$ cat src/rtl/wacq_pkg.sv
// ----------------------------------------------------------------------------
// wacq_pkg
// Types and constants shared by the window average change qualifier.
// ----------------------------------------------------------------------------
`default_nettype none

package wacq_pkg;

  localparam int unsigned SAMPLE_W   = 8;
  localparam int unsigned SUM_W      = 18;
  localparam int unsigned CNT_W      = 10;
  localparam int unsigned AVG_W      = 12;
  localparam int unsigned MARGIN_W   = 8;
  localparam int unsigned LIMIT_W    = 2;
  localparam int unsigned THR_W      = 12;
  localparam int unsigned CFG_IDX_W  = 2;
  localparam int unsigned CFG_DATA_W = 12;

  // sum * 10 needs four more bits than the sum
  localparam int unsigned DIV_W      = SUM_W + 4;
  localparam int unsigned STEP_W     = $clog2(DIV_W);

  localparam logic [MARGIN_W-1:0] MARGIN_RST = MARGIN_W'(3);
  localparam logic [LIMIT_W-1:0]  LIMIT_RST  = LIMIT_W'(1);
  localparam logic [THR_W-1:0]    THR_RST    = THR_W'(120);
  localparam logic [LIMIT_W-1:0]  RUN_MAX    = '1;
  localparam logic [SUM_W-1:0]    SUM_MAX    = '1;
  localparam logic [AVG_W-1:0]    AVG_MAX    = '1;

  typedef enum logic [CFG_IDX_W-1:0] {
    CFG_CHANGE_MARGIN  = 2'd0,
    CFG_CONFIRM_LIMIT  = 2'd1,
    CFG_LAMP_THRESHOLD = 2'd2
  } cfg_reg_e;

  typedef enum logic {
    OP_SAMPLE     = 1'b0,
    OP_WINDOW_END = 1'b1
  } op_e;

  typedef enum logic [1:0] {
    ST_IDLE,
    ST_DIV,
    ST_FINISH
  } state_e;

  typedef struct packed {
    logic add_sample;
    logic start;
    logic step;
    logic finish;
  } dp_cmd_t;

  typedef struct packed {
    logic cnt_zero;
  } dp_status_t;

endpackage

`default_nettype wire

$ cat src/rtl/wacq_if.sv
// ----------------------------------------------------------------------------
// wacq_if
// Handshake channels of the window average change qualifier.
// ----------------------------------------------------------------------------
`default_nettype none

interface wacq_in_if
  import wacq_pkg::*;
  ();
  logic                valid;
  logic                ready;
  logic                operation;
  logic [SAMPLE_W-1:0] sample_value;

  modport source (output valid, output operation, output sample_value, input ready);
  modport sink   (input valid, input operation, input sample_value, output ready);
endinterface

interface wacq_out_if
  import wacq_pkg::*;
  ();
  logic             valid;
  logic             ready;
  logic [AVG_W-1:0] new_average;
  logic [AVG_W-1:0] held_average;
  logic             lamp_on;
  logic [CNT_W-1:0] sample_count;
  logic             window_empty;

  modport source (output valid, output new_average, output held_average, output lamp_on,
                  output sample_count, output window_empty, input ready);
  modport sink   (input valid, input new_average, input held_average, input lamp_on,
                  input sample_count, input window_empty, output ready);
endinterface

interface wacq_cfg_if
  import wacq_pkg::*;
  ();
  logic                  valid;
  logic                  ready;
  logic [CFG_IDX_W-1:0]  index;
  logic [CFG_DATA_W-1:0] data;

  modport source (output valid, output index, output data, input ready);
  modport sink   (input valid, input index, input data, output ready);
endinterface

`default_nettype wire

$ cat src/rtl/wacq_ctrl.sv
// ----------------------------------------------------------------------------
// wacq_ctrl
// Sequencer: takes items, runs the divider steps, hands off results.
// ----------------------------------------------------------------------------
`default_nettype none

module wacq_ctrl
  import wacq_pkg::*;
(
  input  wire logic       clk_i,
  input  wire logic       rst_ni,
  input  wire logic       in_valid_i,
  input  wire logic       in_op_i,
  output logic            in_ready_o,
  input  wire logic       out_ready_i,
  output logic            out_valid_o,
  input  wire dp_status_t status_i,
  output dp_cmd_t         cmd_o
);

  state_e            state_q, state_d;
  logic [STEP_W-1:0] step_q, step_d;
  logic              out_valid_q, out_valid_d;
  logic              in_acc;

  always_ff @(posedge clk_i or negedge rst_ni) begin
    if (!rst_ni) begin
      state_q     <= ST_IDLE;
      step_q      <= '0;
      out_valid_q <= 1'b0;
    end else begin
      state_q     <= state_d;
      step_q      <= step_d;
      out_valid_q <= out_valid_d;
    end
  end

  assign in_ready_o  = (state_q == ST_IDLE);
  assign in_acc      = in_valid_i && in_ready_o;
  assign out_valid_o = out_valid_q;

  always_comb begin
    state_d     = state_q;
    step_d      = step_q;
    out_valid_d = out_valid_q && !out_ready_i;
    cmd_o       = '0;
    case (state_q)
      ST_IDLE: begin
        if (in_acc) begin
          if (op_e'(in_op_i) == OP_SAMPLE) begin
            cmd_o.add_sample = 1'b1;
          end else begin
            cmd_o.start = 1'b1;
            step_d      = '0;
            state_d     = status_i.cnt_zero ? ST_FINISH : ST_DIV;
          end
        end
      end
      ST_DIV: begin
        cmd_o.step = 1'b1;
        step_d     = step_q + STEP_W'(1);
        if (step_q == STEP_W'(DIV_W - 1)) begin
          state_d = ST_FINISH;
        end
      end
      ST_FINISH: begin
        if (!out_valid_q || out_ready_i) begin
          cmd_o.finish = 1'b1;
          out_valid_d  = 1'b1;
          state_d      = ST_IDLE;
        end
      end
      default: begin
        state_d = ST_IDLE;
      end
    endcase
  end

  a_finish_slot_free: assert property (@(posedge clk_i) disable iff (!rst_ni)
    cmd_o.finish |-> (!out_valid_q || out_ready_i))
    else $error("result overwrote a pending one");

  a_finish_valid: assert property (@(posedge clk_i) disable iff (!rst_ni)
    cmd_o.finish |=> out_valid_q)
    else $error("finished result not presented");

  a_busy_no_accept: assert property (@(posedge clk_i) disable iff (!rst_ni)
    (state_q != ST_IDLE) |-> !in_ready_o)
    else $error("item taken while busy");

  a_step_bound: assert property (@(posedge clk_i) disable iff (!rst_ni)
    (state_q == ST_DIV) |-> (step_q < STEP_W'(DIV_W)))
    else $error("divider step count overrun");

endmodule

`default_nettype wire

$ cat src/rtl/wacq_dp.sv
// ----------------------------------------------------------------------------
// wacq_dp
// Datapath: accumulator, bit-serial divider, change qualifier, config regs.
// ----------------------------------------------------------------------------
`default_nettype none

module wacq_dp
  import wacq_pkg::*;
#(
  parameter logic [CNT_W-1:0] COUNT_CAP = '1
) (
  input  wire logic                  clk_i,
  input  wire logic                  rst_ni,
  input  wire dp_cmd_t               cmd_i,
  output dp_status_t                 status_o,
  input  wire logic [SAMPLE_W-1:0]   sample_i,
  input  wire logic                  cfg_we_i,
  input  wire logic [CFG_IDX_W-1:0]  cfg_idx_i,
  input  wire logic [CFG_DATA_W-1:0] cfg_data_i,
  output logic [AVG_W-1:0]           new_average_o,
  output logic [AVG_W-1:0]           held_average_o,
  output logic                       lamp_on_o,
  output logic [CNT_W-1:0]           sample_count_o,
  output logic                       window_empty_o
);

  logic [SUM_W-1:0]    sum_q;
  logic [CNT_W-1:0]    cnt_q;
  logic [LIMIT_W-1:0]  run_q;
  logic [AVG_W-1:0]    held_q;
  logic [MARGIN_W-1:0] margin_q;
  logic [LIMIT_W-1:0]  limit_q;
  logic [THR_W-1:0]    thr_q;

  logic [DIV_W-1:0]    quo_q;
  logic [CNT_W-1:0]    rem_q;
  logic [CNT_W-1:0]    dvsr_q;
  logic                empty_q;

  logic [SUM_W:0]      sum_ext;
  logic [DIV_W-1:0]    sum_x10;
  logic [CNT_W:0]      trial;
  logic                fits;
  logic [AVG_W-1:0]    avg;
  logic [AVG_W-1:0]    diff;
  logic                changed;
  logic [LIMIT_W-1:0]  run_next;
  logic                take;
  logic [AVG_W-1:0]    held_next;

  assign status_o.cnt_zero = (cnt_q == '0);

  assign sum_ext = {1'b0, sum_q} + {{(SUM_W + 1 - SAMPLE_W){1'b0}}, sample_i};
  assign sum_x10 = {1'b0, sum_q, 3'b000} + {3'b000, sum_q, 1'b0};

  assign trial = {rem_q, quo_q[DIV_W-1]};
  assign fits  = (trial >= {1'b0, dvsr_q});

  assign avg       = (quo_q > DIV_W'(AVG_MAX)) ? AVG_MAX : quo_q[AVG_W-1:0];
  assign diff      = (avg > held_q) ? (avg - held_q) : (held_q - avg);
  assign changed   = !empty_q && (diff > {{(AVG_W - MARGIN_W){1'b0}}, margin_q});
  assign run_next  = changed ? ((run_q == RUN_MAX) ? RUN_MAX : run_q + LIMIT_W'(1)) : '0;
  assign take      = (run_next > limit_q);
  assign held_next = take ? avg : held_q;

  always_ff @(posedge clk_i or negedge rst_ni) begin
    if (!rst_ni) begin
      sum_q    <= '0;
      cnt_q    <= '0;
      run_q    <= '0;
      held_q   <= '0;
      margin_q <= MARGIN_RST;
      limit_q  <= LIMIT_RST;
      thr_q    <= THR_RST;
    end else begin
      if (cfg_we_i) begin
        case (cfg_reg_e'(cfg_idx_i))
          CFG_CHANGE_MARGIN:  margin_q <= cfg_data_i[MARGIN_W-1:0];
          CFG_CONFIRM_LIMIT:  limit_q  <= cfg_data_i[LIMIT_W-1:0];
          CFG_LAMP_THRESHOLD: thr_q    <= cfg_data_i[THR_W-1:0];
          default: ;
        endcase
      end
      if (cmd_i.add_sample && (cnt_q < COUNT_CAP)) begin
        sum_q <= sum_ext[SUM_W] ? SUM_MAX : sum_ext[SUM_W-1:0];
        cnt_q <= cnt_q + CNT_W'(1);
      end
      if (cmd_i.start) begin
        sum_q <= '0;
        cnt_q <= '0;
      end
      if (cmd_i.finish) begin
        run_q  <= take ? '0 : run_next;
        held_q <= held_next;
      end
    end
  end

  always_ff @(posedge clk_i) begin
    if (cmd_i.start) begin
      quo_q   <= (cnt_q == '0) ? '0 : sum_x10;
      rem_q   <= '0;
      dvsr_q  <= cnt_q;
      empty_q <= (cnt_q == '0);
    end else if (cmd_i.step) begin
      quo_q <= {quo_q[DIV_W-2:0], fits};
      rem_q <= fits ? CNT_W'(trial - {1'b0, dvsr_q}) : trial[CNT_W-1:0];
    end
    if (cmd_i.finish) begin
      new_average_o  <= avg;
      held_average_o <= held_next;
      lamp_on_o      <= (held_next >= thr_q);
      sample_count_o <= dvsr_q;
      window_empty_o <= empty_q;
    end
  end

endmodule

`default_nettype wire

$ cat src/rtl/window_average_change_qualifier_core.sv
// ----------------------------------------------------------------------------
// window_average_change_qualifier_core
// Windowed sample average (x10) with debounced update of a held value.
// ----------------------------------------------------------------------------
//  channel  dir  payload                                            handshake
//  in_i     in   operation, sample_value                            valid/ready
//  out_o    out  new_average, held_average, lamp_on,                valid/ready
//                sample_count, window_empty
//  cfg_i    in   index, data                                        valid/ready
//
//  Sample items: accepted back to back while the sequencer is idle.
//  Window end: idle, divide steps (bit-serial restoring divider, one
//  quotient bit per cycle), finish; an empty window goes idle to finish.
//  Reset restores registers to 3 / 1 / 120 and clears sum, count, run, held.
//  A finished result waits in the output register; new items are taken
//  meanwhile, and only the next window end stalls until it is taken.
// ----------------------------------------------------------------------------
`default_nettype none

module window_average_change_qualifier_core
  import wacq_pkg::*;
#(
  parameter int unsigned MAX_SAMPLES = 1023
) (
  input  wire logic clk_i,
  input  wire logic rst_ni,
  wacq_in_if.sink   in_i,
  wacq_out_if.source out_o,
  wacq_cfg_if.sink  cfg_i
);

  localparam int unsigned CountLimit = (1 << CNT_W) - 1;
  localparam int unsigned CountCap   = (MAX_SAMPLES > CountLimit) ? CountLimit : MAX_SAMPLES;

  dp_cmd_t    cmd;
  dp_status_t status;

  assign cfg_i.ready = 1'b1;

  wacq_ctrl u_ctrl (
    .clk_i       (clk_i),
    .rst_ni      (rst_ni),
    .in_valid_i  (in_i.valid),
    .in_op_i     (in_i.operation),
    .in_ready_o  (in_i.ready),
    .out_ready_i (out_o.ready),
    .out_valid_o (out_o.valid),
    .status_i    (status),
    .cmd_o       (cmd)
  );

  wacq_dp #(
    .COUNT_CAP (CNT_W'(CountCap))
  ) u_dp (
    .clk_i          (clk_i),
    .rst_ni         (rst_ni),
    .cmd_i          (cmd),
    .status_o       (status),
    .sample_i       (in_i.sample_value),
    .cfg_we_i       (cfg_i.valid),
    .cfg_idx_i      (cfg_i.index),
    .cfg_data_i     (cfg_i.data),
    .new_average_o  (out_o.new_average),
    .held_average_o (out_o.held_average),
    .lamp_on_o      (out_o.lamp_on),
    .sample_count_o (out_o.sample_count),
    .window_empty_o (out_o.window_empty)
  );

endmodule

`default_nettype wire

$ cat src/flat_wrapper.sv
// flat-port wrapper written by rule: the top's interface ports become plain ports
module window_average_change_qualifier_core_flat import wacq_pkg::*;
#(
  parameter int unsigned MAX_SAMPLES = 1023
)
  (clk_i, rst_ni, in_i_valid, in_i_operation, in_i_sample_value, in_i_ready, out_o_valid, out_o_new_average, out_o_held_average, out_o_lamp_on, out_o_sample_count, out_o_window_empty, out_o_ready, cfg_i_valid, cfg_i_index, cfg_i_data, cfg_i_ready);
  wacq_in_if in_i_i ();
  wacq_out_if out_o_i ();
  wacq_cfg_if cfg_i_i ();
  input  wire logic clk_i;
  input  wire logic rst_ni;
  input wire logic [$bits(in_i_i.valid)-1:0] in_i_valid;
  input wire logic [$bits(in_i_i.operation)-1:0] in_i_operation;
  input wire logic [$bits(in_i_i.sample_value)-1:0] in_i_sample_value;
  output wire logic [$bits(in_i_i.ready)-1:0] in_i_ready;
  output wire logic [$bits(out_o_i.valid)-1:0] out_o_valid;
  output wire logic [$bits(out_o_i.new_average)-1:0] out_o_new_average;
  output wire logic [$bits(out_o_i.held_average)-1:0] out_o_held_average;
  output wire logic [$bits(out_o_i.lamp_on)-1:0] out_o_lamp_on;
  output wire logic [$bits(out_o_i.sample_count)-1:0] out_o_sample_count;
  output wire logic [$bits(out_o_i.window_empty)-1:0] out_o_window_empty;
  input wire logic [$bits(out_o_i.ready)-1:0] out_o_ready;
  input wire logic [$bits(cfg_i_i.valid)-1:0] cfg_i_valid;
  input wire logic [$bits(cfg_i_i.index)-1:0] cfg_i_index;
  input wire logic [$bits(cfg_i_i.data)-1:0] cfg_i_data;
  output wire logic [$bits(cfg_i_i.ready)-1:0] cfg_i_ready;
  assign in_i_i.valid = in_i_valid;
  assign in_i_i.operation = in_i_operation;
  assign in_i_i.sample_value = in_i_sample_value;
  assign in_i_ready = in_i_i.ready;
  assign out_o_valid = out_o_i.valid;
  assign out_o_new_average = out_o_i.new_average;
  assign out_o_held_average = out_o_i.held_average;
  assign out_o_lamp_on = out_o_i.lamp_on;
  assign out_o_sample_count = out_o_i.sample_count;
  assign out_o_window_empty = out_o_i.window_empty;
  assign out_o_i.ready = out_o_ready;
  assign cfg_i_i.valid = cfg_i_valid;
  assign cfg_i_i.index = cfg_i_index;
  assign cfg_i_i.data = cfg_i_data;
  assign cfg_i_ready = cfg_i_i.ready;
  window_average_change_qualifier_core #(.MAX_SAMPLES(MAX_SAMPLES)) u_core (.clk_i(clk_i), .rst_ni(rst_ni), .in_i(in_i_i), .out_o(out_o_i), .cfg_i(cfg_i_i));
endmodule
$ cat config.mk
export PLATFORM = sky130hd
export DESIGN_NAME = window_average_change_qualifier_core_flat
export DESIGN_NICKNAME = d
export VERILOG_FILES = /design/src/rtl/wacq_pkg.sv /design/src/rtl/wacq_if.sv /design/src/rtl/wacq_ctrl.sv /design/src/rtl/wacq_dp.sv /design/src/rtl/window_average_change_qualifier_core.sv /design/src/flat_wrapper.sv
export SDC_FILE = /design/constraint.sdc
export NUM_CORES = 1
export LEC_CHECK = 0
export BUFFER_PORTS_ARGS = -buffer_cell sky130_fd_sc_hd__buf_2
export CORE_UTILIZATION = 40
export DETAILED_ROUTE_END_ITERATION = 10
export MAX_ROUTING_LAYER = met4
export SYNTH_ARGS = -nofsm -noshare
export SYNTH_HDL_FRONTEND = slang
export SYNTH_HIERARCHICAL = 1
export SYNTH_SLANG_ARGS = --single-unit
$ cat constraint.sdc
create_clock -name clk_i -period 11.1 [get_ports clk_i]
set_input_delay 2.22 -clock clk_i [delete_from_list [all_inputs] [get_ports clk_i]]
set_output_delay 2.22 -clock clk_i [all_outputs]
set_load 0.01 [all_outputs]
# Yosys cells after proc, flatten, opt, wreduce, memory -nomap -nowiden
# Index checks and enable logic that the tools add are counted.
# totals
register_bits,151
in_bits,28
output_inout_bits,39
# classes
eq_ne,10
n_mux,33
n_addsub,8
reduce_logical,19
order_cmp,7
# op_table
cell,count
two-way mux 22 bit,3
two-way mux 18 bit,3
two-way mux 12 bit,3
two-way mux 10 bit,3
subtractor 12 bit,2
adder 21 x 19 -> 22 bit,1
> comparator 22 x 12 -> 1 bit (second input constant),1
two-way mux 2 bit,10
adder 18 x 8 -> 19 bit,1
>= comparator 12 bit,1
> comparator 12 bit,1
> comparator 12 x 8 -> 1 bit,1
>= comparator 11 x 10 -> 1 bit,1
adder 10 x 1 -> 10 bit (second input constant),1
zero test 10 bit,1
less-than comparator 10 bit (second input constant),1
two-way mux 5 bit,2
case mux 5 bit (2 select lines),1
subtractor 10 bit,1
two-way mux 1 bit,7
== test 2 bit (second input constant),3
inequality test 2 bit (second input constant),3
case mux 2 bit (3 select lines),1
AND reduction 2 bit,3
13 further kinds,22

# Longest topological paths before layout
# Gate-level depths: netlist of the first run.
# depth
word_depth,10
ltp_mapped,38
ltp_nobuf,35

# Modules after synthesis
# The synthesis of the first run kept the hierarchy.
# modules_own_cells
mod,area_each_um2,instances,cells_each
wacq_dp,8891.0,1,912
wacq_ctrl,412.9,1,42
window_average_change_qualifier_core,11.3,1,2

# Least setup slack after synthesis of the first run
# Ideal clock, no wire load.
# synth_timing
path_type,reg-to-reg
from,reg u_core.u_dp.quo_q[21]
to,reg u_core.u_dp.lamp_on_o (data pin)
required_ps,10838
setup_slack_ps,4017
t_arrival_ps,6821
n_path_buf,4
period_less_slack_ps,7083
path_stages_with_launch,38
path_cell_list,edfxtp_1 nor4_1 nand3_1 clkbuf_1 nor2_1 inv_1 ha_1 buf_6 a21o_1 a21o_1 a221o_1 a22oi_4 buf_2 nand3b_1 o31ai_1 xnor2_1 ha_1 a21o_1 [2 not listed] a211oi_1 a31oi_1 a211oi_1 nor3_1 ha_1 nor2b_1 o21ai_1 clkbuf_1 nand2_1 o21ai_0 ha_1 a21o_1 a21o_1 a211o_1 a21oi_1 o21ai_0 a31oi_1 o21ai_0
# synth_via
elab_chain_len,10
word_cells_on_any_way,12
# synth_rtl
element,line,text
"start, declared",wacq_dp.sv:35,logic [DIV_W-1:0] quo_q;
"start signal, assigned",wacq_dp.sv:101,quo_q <= (cnt_q == '0) ? '0 : sum_x10;
"start signal, assigned",wacq_dp.sv:106,"quo_q <= {quo_q[DIV_W-2:0], fits};"
> comparator 22 x 12 -> 1 bit *,wacq_dp.sv:59,assign avg = (quo_q > DIV_W'(AVG_MAX)) ? AVG_MAX : quo_q[AVG_W-1:0];
two-way mux 12 bit *,wacq_dp.sv:59,
net u_core.u_dp.avg[5],wacq_dp.sv:44,logic [AVG_W-1:0] avg;
subtractor 12 bit / > comparator 12 bit (equally long branches),wacq_dp.sv:60,assign diff = (avg > held_q) ? (avg - held_q) : (held_q - avg);
two-way mux 12 bit *,wacq_dp.sv:60,
> comparator 12 x 8 -> 1 bit *,wacq_dp.sv:61,"assign changed = !empty_q && (diff > {{(AVG_W - MARGIN_W){1'b0}}, margin_q});"
logical AND 1 bit *,wacq_dp.sv:61,
two-way mux 2 bit *,wacq_dp.sv:62,assign run_next = changed ? ((run_q == RUN_MAX) ? RUN_MAX : run_q + LIMIT_W'(1)) : '0;
> comparator 2 bit *,wacq_dp.sv:63,assign take = (run_next > limit_q);
two-way mux 12 bit *,wacq_dp.sv:64,assign held_next = take ? avg : held_q;
net u_core.u_dp.held_next[1],wacq_dp.sv:49,logic [AVG_W-1:0] held_next;
>= comparator 12 bit *,wacq_dp.sv:112,lamp_on_o <= (held_next >= thr_q);
"end signal, assigned",wacq_dp.sv:112,
"end, declared",wacq_dp.sv:22,"output logic lamp_on_o,"
# The timed path passes the listed nets; every way through them passes the cells marked *.
# A chain may end at the register's enable or synchronous reset.

# Worst setup path after layout of the first run
# Same ends and word-level chain as after synthesis.

==> results.ini, run 1 <==
[critical_path]
cpMostUsedCell = ha_1
cp_max_fo = 15
cp-end-kind = register
cp_slowest_cell = o21ai_1
cp-start-kind = register
crit_buf_inv = 2
slowest_delay_ns = 0.64
arrival_ns = 8.69
reg2reg_depth = 32
crit_family = compound AO/OA/AOI/OAI gates
critical_path_depth = 32
crit_type = reg2reg
worstPathRequired_ns = 11.27

[grt]
grtUsageMet1_pct = 25.3
met2_usage_pct = 28.8
grt_pass1_vias = 6726
grt_max_degree = 91
grt_pass1_wl_um = 34300
antenna_found_initial = 0
grt_busiest_layer = met2
grt_usage_pct = 18.7
met3_usage_pct = 2.97
grt_overflow_total = 0

[sta]
rsz0062_at_grt = no
setup_viol = 0
worst_slack_ns = 2.59
worst_pin_slew_ns = 1.10
max_slew_margin_pct = 26.7
hold_viol = 0
post-route-period-util_pct = 76.7
tns_ns = 0
max_clock_freq_mhz = 117
final.min_clock_period_ns = 8.51
hold-worst-slack_ns = 0.462
final_max_slew_viol_count = 0
fin_worst_skew_ns = 0.00759

[power_and_ir_drop]
seqPwrFrac_pct = 32.2
swShare_pct = 39.7
finalPower_mw = 2.81
power.density_nw_per_um2 = 267
pwr-share-clk_pct = 22.0
p_sw_mw = 1.11
cellLeakagePower_nw = 4.52
combPwrFrac_pct = 45.8
p_int_mw = 1.69
peakVddDrop_uv = 101

[cts]
clk_transition_reported_paths_ns = 0.06
clk_path_buf_depth = 2
post_cts_buffers = 0
clk_latency_ns = 0.43
cts_resized = 0
cts_root_buffer = clkbuf_16
ctsHoldBuffers = 0
htree_levels = 4
cts_tree = yes
cts_inserted_buffers = 17
clkSinkCount = 151

[route]
wl_um = 20800
routed_via_density = 5.33
drtIter0Drc = 428
vias = 6970
drt_pass1_iterations = 5
ant_nets = 0
post-route-drc-count = 0
wl_per_cell_um = 15.9

[yosys]
synth_seq_area_share_pct = 43.8
synth.most_common_cell = inv_1
postSynthCellCount = 956
ys_ff_latch = 151
syn_nets = 1072
synthArstFlopShare_pct = 47.7
syn_area_sq_um = 9320
syn_avg_cell_area_sq_um = 9.74
ys.warnings.count = 6
post_synth_num_cell_types = 70
synth_ff_type = edfxtp_1
yosys-top-cells-count = inv_1, ha_1, o21ai_0, nor2_1
synth-edff-count = 69
synth_area_leaders = edfxtp_1, dfrtp_1, ha_1, inv_1, o21ai_0
synth.largest_area_cell = edfxtp_1
synth_top_area_share_pct = 22.2

[floorplanning]
pin_count = 67
start_util_pct = 41.0
row_count = 55
core_area_sq_um = 22700
die_height_um = 155
die_area_sq_um = 23900
die_w_um = 155

[final_layout]
area_delta_synth_final_pct = 13.0
layout-drive-gt1-share_pct = 13.6
diodes = 0
design_area_sq_um = 10500
nets = 1126

[job]
cap_viol_max_count = 0

[placed_design]
port_buffers = 65
place_area_sq_um = 9900
dp_hpwl_um = 15100
pre_cts_ws_ns = 2.64
place.gp.congestion = 0.871

[worst_hold_path]
min_path_type = reg2reg
whs_path_depth = 0

[outcome]
outcome = finished, final reports clean

-- logic make-up after synthesis --
group,synth area share [%]
xor+xnor,3.76
simple gates,14.0
fa+ha+maj,12.2
compound gates,17.1
mux,3.55
flops,43.8
buf+inv,5.49
other cells,0.0403
-- final cells by class --
type | count | area [sq um]
Fill cell | 2149 | 12200
Multi-Input combinational cell | 673 | 4730
Sequential cell | 151 | 4080
Clock buffer | 18 | 429
Inverter | 98 | 368
Timing Repair Buffer | 69 | 358
Tap cell | 285 | 357
Clock inverter | 14 | 199
-- per-layer routing --
metal  wire (um)  up-vias
li1            -     3525
met1       10400     3287
met2        9360      133
met3         606       25
met4         399        0
met5           0        -
-- registers in the layout (all words and copies together) (netlist names), 5 cells and up --
name	flops
u_core/u_dp/quo_q	22
u_core/u_dp/sum_q	18
u_core/u_dp/held_average_o	12
u_core/u_dp/held_q	12
u_core/u_dp/new_average_o	12
u_core/u_dp/thr_q	12
u_core/u_dp/cnt_q	10
u_core/u_dp/dvsr_q	10
u_core/u_dp/rem_q	10
u_core/u_dp/sample_count_o	10
u_core/u_dp/margin_q	8
u_core/u_ctrl/step_q	5
-- through the flow --
step / utilization [%] / cells
3_3_place_gp: 43.6 / 1276
5_1_grt: 46.4 / 1308
3_5_place_dp: 43.6 / 1276
4_1_cts: 46.4 / 1308
2_1_floorplan: - / 956
6_report: 46.4 / 1308
-- power groups by stage --
stage	Clock (mW)	Sequential, mW	Combinational [mW]
final	0.618	0.903	1.29
after global routing	0.653	0.923	1.46
after CTS	0.633	0.903	1.29
after detailed placement	0	0.911	1.29
after global placement	0	0.910	1.28
after floorplan	0	0.888	0.975
-- placed cells by master (no fill, tap or decap), types with 19 or more instances in the layout --
| master | instances |
|---|---|
| edfxtp_1 | 69 |
| dfrtp_1 | 65 |
| buf_2 | 64 |
| nor2_1 | 70 |
| xor2_1 | 19 |
| o21ai_0 | 73 |
| a21oi_1 | 58 |
| ha_1 | 83 |
| inv_1 | 97 |
| xnor2_1 | 21 |
| nand2_1 | 69 |
-- worst paths after layout --
check / to / from / slack [ns]
max: u_core/u_dp/lamp_on_o / u_core/u_dp/quo_q[21] / 2.59
min: u_core/u_dp/sample_count_o[6] / u_core/u_dp/dvsr_q[6] / 0.46
max reg2reg: u_core/u_dp/lamp_on_o / u_core/u_dp/quo_q[21] / 2.59
min reg2reg: u_core/u_dp/sample_count_o[6] / u_core/u_dp/dvsr_q[6] / 0.46
max in group asynchronous: u_core/u_dp/cnt_q[7] / rst_ni / 8.52
min in group asynchronous: u_core/u_ctrl/state_q[1] / rst_ni / 1.94
Power figures use the tool's default switching activity.
==> run 2: changes to the inputs <==
clock period = 8.9 ns   (was 11.1 ns; I/O delays follow)
==> run 2 against run 1 <==
Compared with the run above:
- sequential cell count unchanged
- first-iteration DRC count increased by 5.4%
- highest routed layer unchanged
- total power is 25% higher
- critical path depth grew 1
==> results.ini, run 2 (synthesis gave the netlist of run 1 again) <==
[grt]
grt_usage_pct = 18.6  ; -0.15 points
antenna_found_initial = 0  ; unchanged
grt_max_degree = 91  ; unchanged
grt_pass1_wl_um = 34000  ; -0.71%
grt_pass1_vias = 6613  ; -1.7%
grt_overflow_total = 0  ; unchanged

[route]
wl_um = 20500  ; -1.4%
post-route-drc-count = 0  ; unchanged
drtIter0Drc = 451  ; +5.4%
top_layer_used = met4
wl_met2_um = 9330  ; -0.30%
routed_via_density = 5.26  ; -1.3%
wl_met3_um = 594  ; -2.0%
wl_met1_um = 10300  ; -0.92%
wl_per_cell_um = 15.6  ; -1.8%
drt_pass1_iterations = 5  ; unchanged
vias = 6903  ; -0.96%
ant_nets = 0  ; unchanged

[floorplanning]
die_area_sq_um = 23900  ; unchanged
die_w_um = 155  ; unchanged
start_util_pct = 41.0  ; unchanged
die_height_um = 155  ; unchanged
core_area_sq_um = 22700  ; unchanged
pin_count = 67  ; unchanged
row_count = 55  ; unchanged

[power_and_ir_drop]
power.density_nw_per_um2 = 333  ; +25%
peakVddDrop_uv = 143  ; +42%
finalPower_mw = 3.52  ; +25%
cellLeakagePower_nw = 4.54  ; +0.65%

[sta]
hold_viol = 0  ; unchanged
worst_pin_slew_ns = 1.16  ; +0.0582 ns
post-route-period-util_pct = 90.3  ; +14 points
hold-worst-slack_ns = 0.450  ; -0.0120 ns
max_slew_margin_pct = 22.8  ; -3.9 points
setup_viol = 0  ; unchanged
fin_worst_skew_ns = 0.0104  ; +0.00280 ns
final_max_slew_viol_count = 0  ; unchanged
tns_ns = 0  ; unchanged
worst_slack_ns = 0.864  ; -1.72 ns
max_clock_freq_mhz = 124  ; +6.0%
rsz0062_at_grt = no
final.min_clock_period_ns = 8.04  ; -0.479 ns

[cts]
clk_path_buf_depth = 2  ; unchanged
ctsHoldBuffers = 0  ; unchanged
clkSinkCount = 151  ; unchanged
post_cts_buffers = 0  ; unchanged
htree_levels = 4  ; unchanged
clk_latency_ns = 0.42  ; about the same
cts_resized = 0  ; unchanged
cts_tree = yes
cts_root_buffer = clkbuf_16
cts_inserted_buffers = 17  ; unchanged
clk_transition_reported_paths_ns = 0.07  ; about the same

[placed_design]
dp_hpwl_um = 15100  ; +0.27%
port_buffers = 65  ; unchanged
pre_cts_ws_ns = 0.787  ; -1.85 ns
placed_cells = 1281  ; +0.39%
place.gp.congestion = 0.853  ; -2.1%
place_area_sq_um = 9940  ; +0.38%

[critical_path]
cp-start-kind = register
cp-end-kind = register
arrival_ns = 8.21  ; -0.48 ns
cp_slowest_cell = ha_1
crit_type = reg2reg
cpMostUsedCell = ha_1
slowest_delay_ns = 0.50  ; -0.14 ns
worstPathRequired_ns = 9.08  ; -2.19 ns
cp_max_fo = 17  ; +2

[final_layout]
layout-drive-gt1-share_pct = 14.2  ; +0.61 points
reg_top3 = u_core/u_dp/quo_q x22, u_core/u_dp/sum_q x18
nets = 1131  ; +0.44%
layout_commonest_cell = inv_1
area_delta_synth_final_pct = 13.4
regMostFlops = u_core/u_dp/quo_q
diodes = 0  ; unchanged
final_util_pct = 46.5  ; +0.15 points
design_area_sq_um = 10600  ; +0.32%
final_cell_mix = inv_1, ha_1, o21ai_0
nFillCells = 2114  ; -1.6%
stdcell_count = 1313  ; +0.38%
largest_register_ffs = 22  ; unchanged

[job]
cap_viol_max_count = 0  ; unchanged

[worst_hold_path]
min_path_type = reg2reg

[outcome]
outcome = finished, final reports clean

run 2: cell count changes in the layout (fill, tap and decap cells not counted), sizes merged:
cell      previous run  this run
buf                 69        74
clkbuf              18        22
clkinv               5         2
clkinvlp             3         2
bufinv               4         1
inv                100       103
run 2: area by class of cell:
type / count / area, sq um / share of cell area, %
timing repair buffer: 74 / 395 / 3.74
clock inverter: 10 / 101 / 0.960
inverter: 98 / 368 / 3.48
tap: 285 / 357 / 3.38
sequential: 151 / 4080 / 38.7
clock buffer: 22 / 518 / 4.91
multi-input combinational: 673 / 4740 / 44.9
run 2: where the power goes:
| group | switching (mW) | leakage (nW) | internal, mW |
|---|---|---|---|
| Combinational | 0.967 | 2.64 | 0.688 |
| Sequential | 0.137 | 1.60 | 0.985 |
| Clock | 0.295 | 0.300 | 0.447 |
run 2: final timing paths:
path	end	cells after the start	start	slack, ns
max in group asynchronous	u_core/u_dp/cnt_q[6]	1	rst_ni	6.81
worst min-delay path	u_core/u_dp/sample_count_o[6]	0	u_core/u_dp/dvsr_q[6]	0.45
worst max-delay path	u_core/u_dp/lamp_on_o	33	u_core/u_dp/quo_q[21]	0.86
worst min register to register	u_core/u_dp/sample_count_o[6]	0	u_core/u_dp/dvsr_q[6]	0.45
min in group asynchronous	u_core/u_ctrl/out_valid_o	1	rst_ni	1.49
worst max register to register	u_core/u_dp/lamp_on_o	33	u_core/u_dp/quo_q[21]	0.86
run 2: worst max-delay path: cells and delay by family (launching register included):
family | cells | cell delay, ns
and+or+nand+nor | 8 | 1.67
buffers and inverters | 3 | 0.35
adders and majority gates | 4 | 1.35
DFF | 1 | 0.40
xor gates and xnor gates | 1 | 0.17
AOI/OAI and AO/OA | 16 | 3.46
muxes | 1 | 0.39
run 2: layer usage:
| layer | vias up | GRT usage, % |
|---|---|---|
| li1 | 3538 | - |
| met1 | 3237 | 25.3 |
| met2 | 110 | 28.5 |
| met3 | 18 | 2.89 |
| met4 | 0 | 5.52 |
| met5 | - | - |
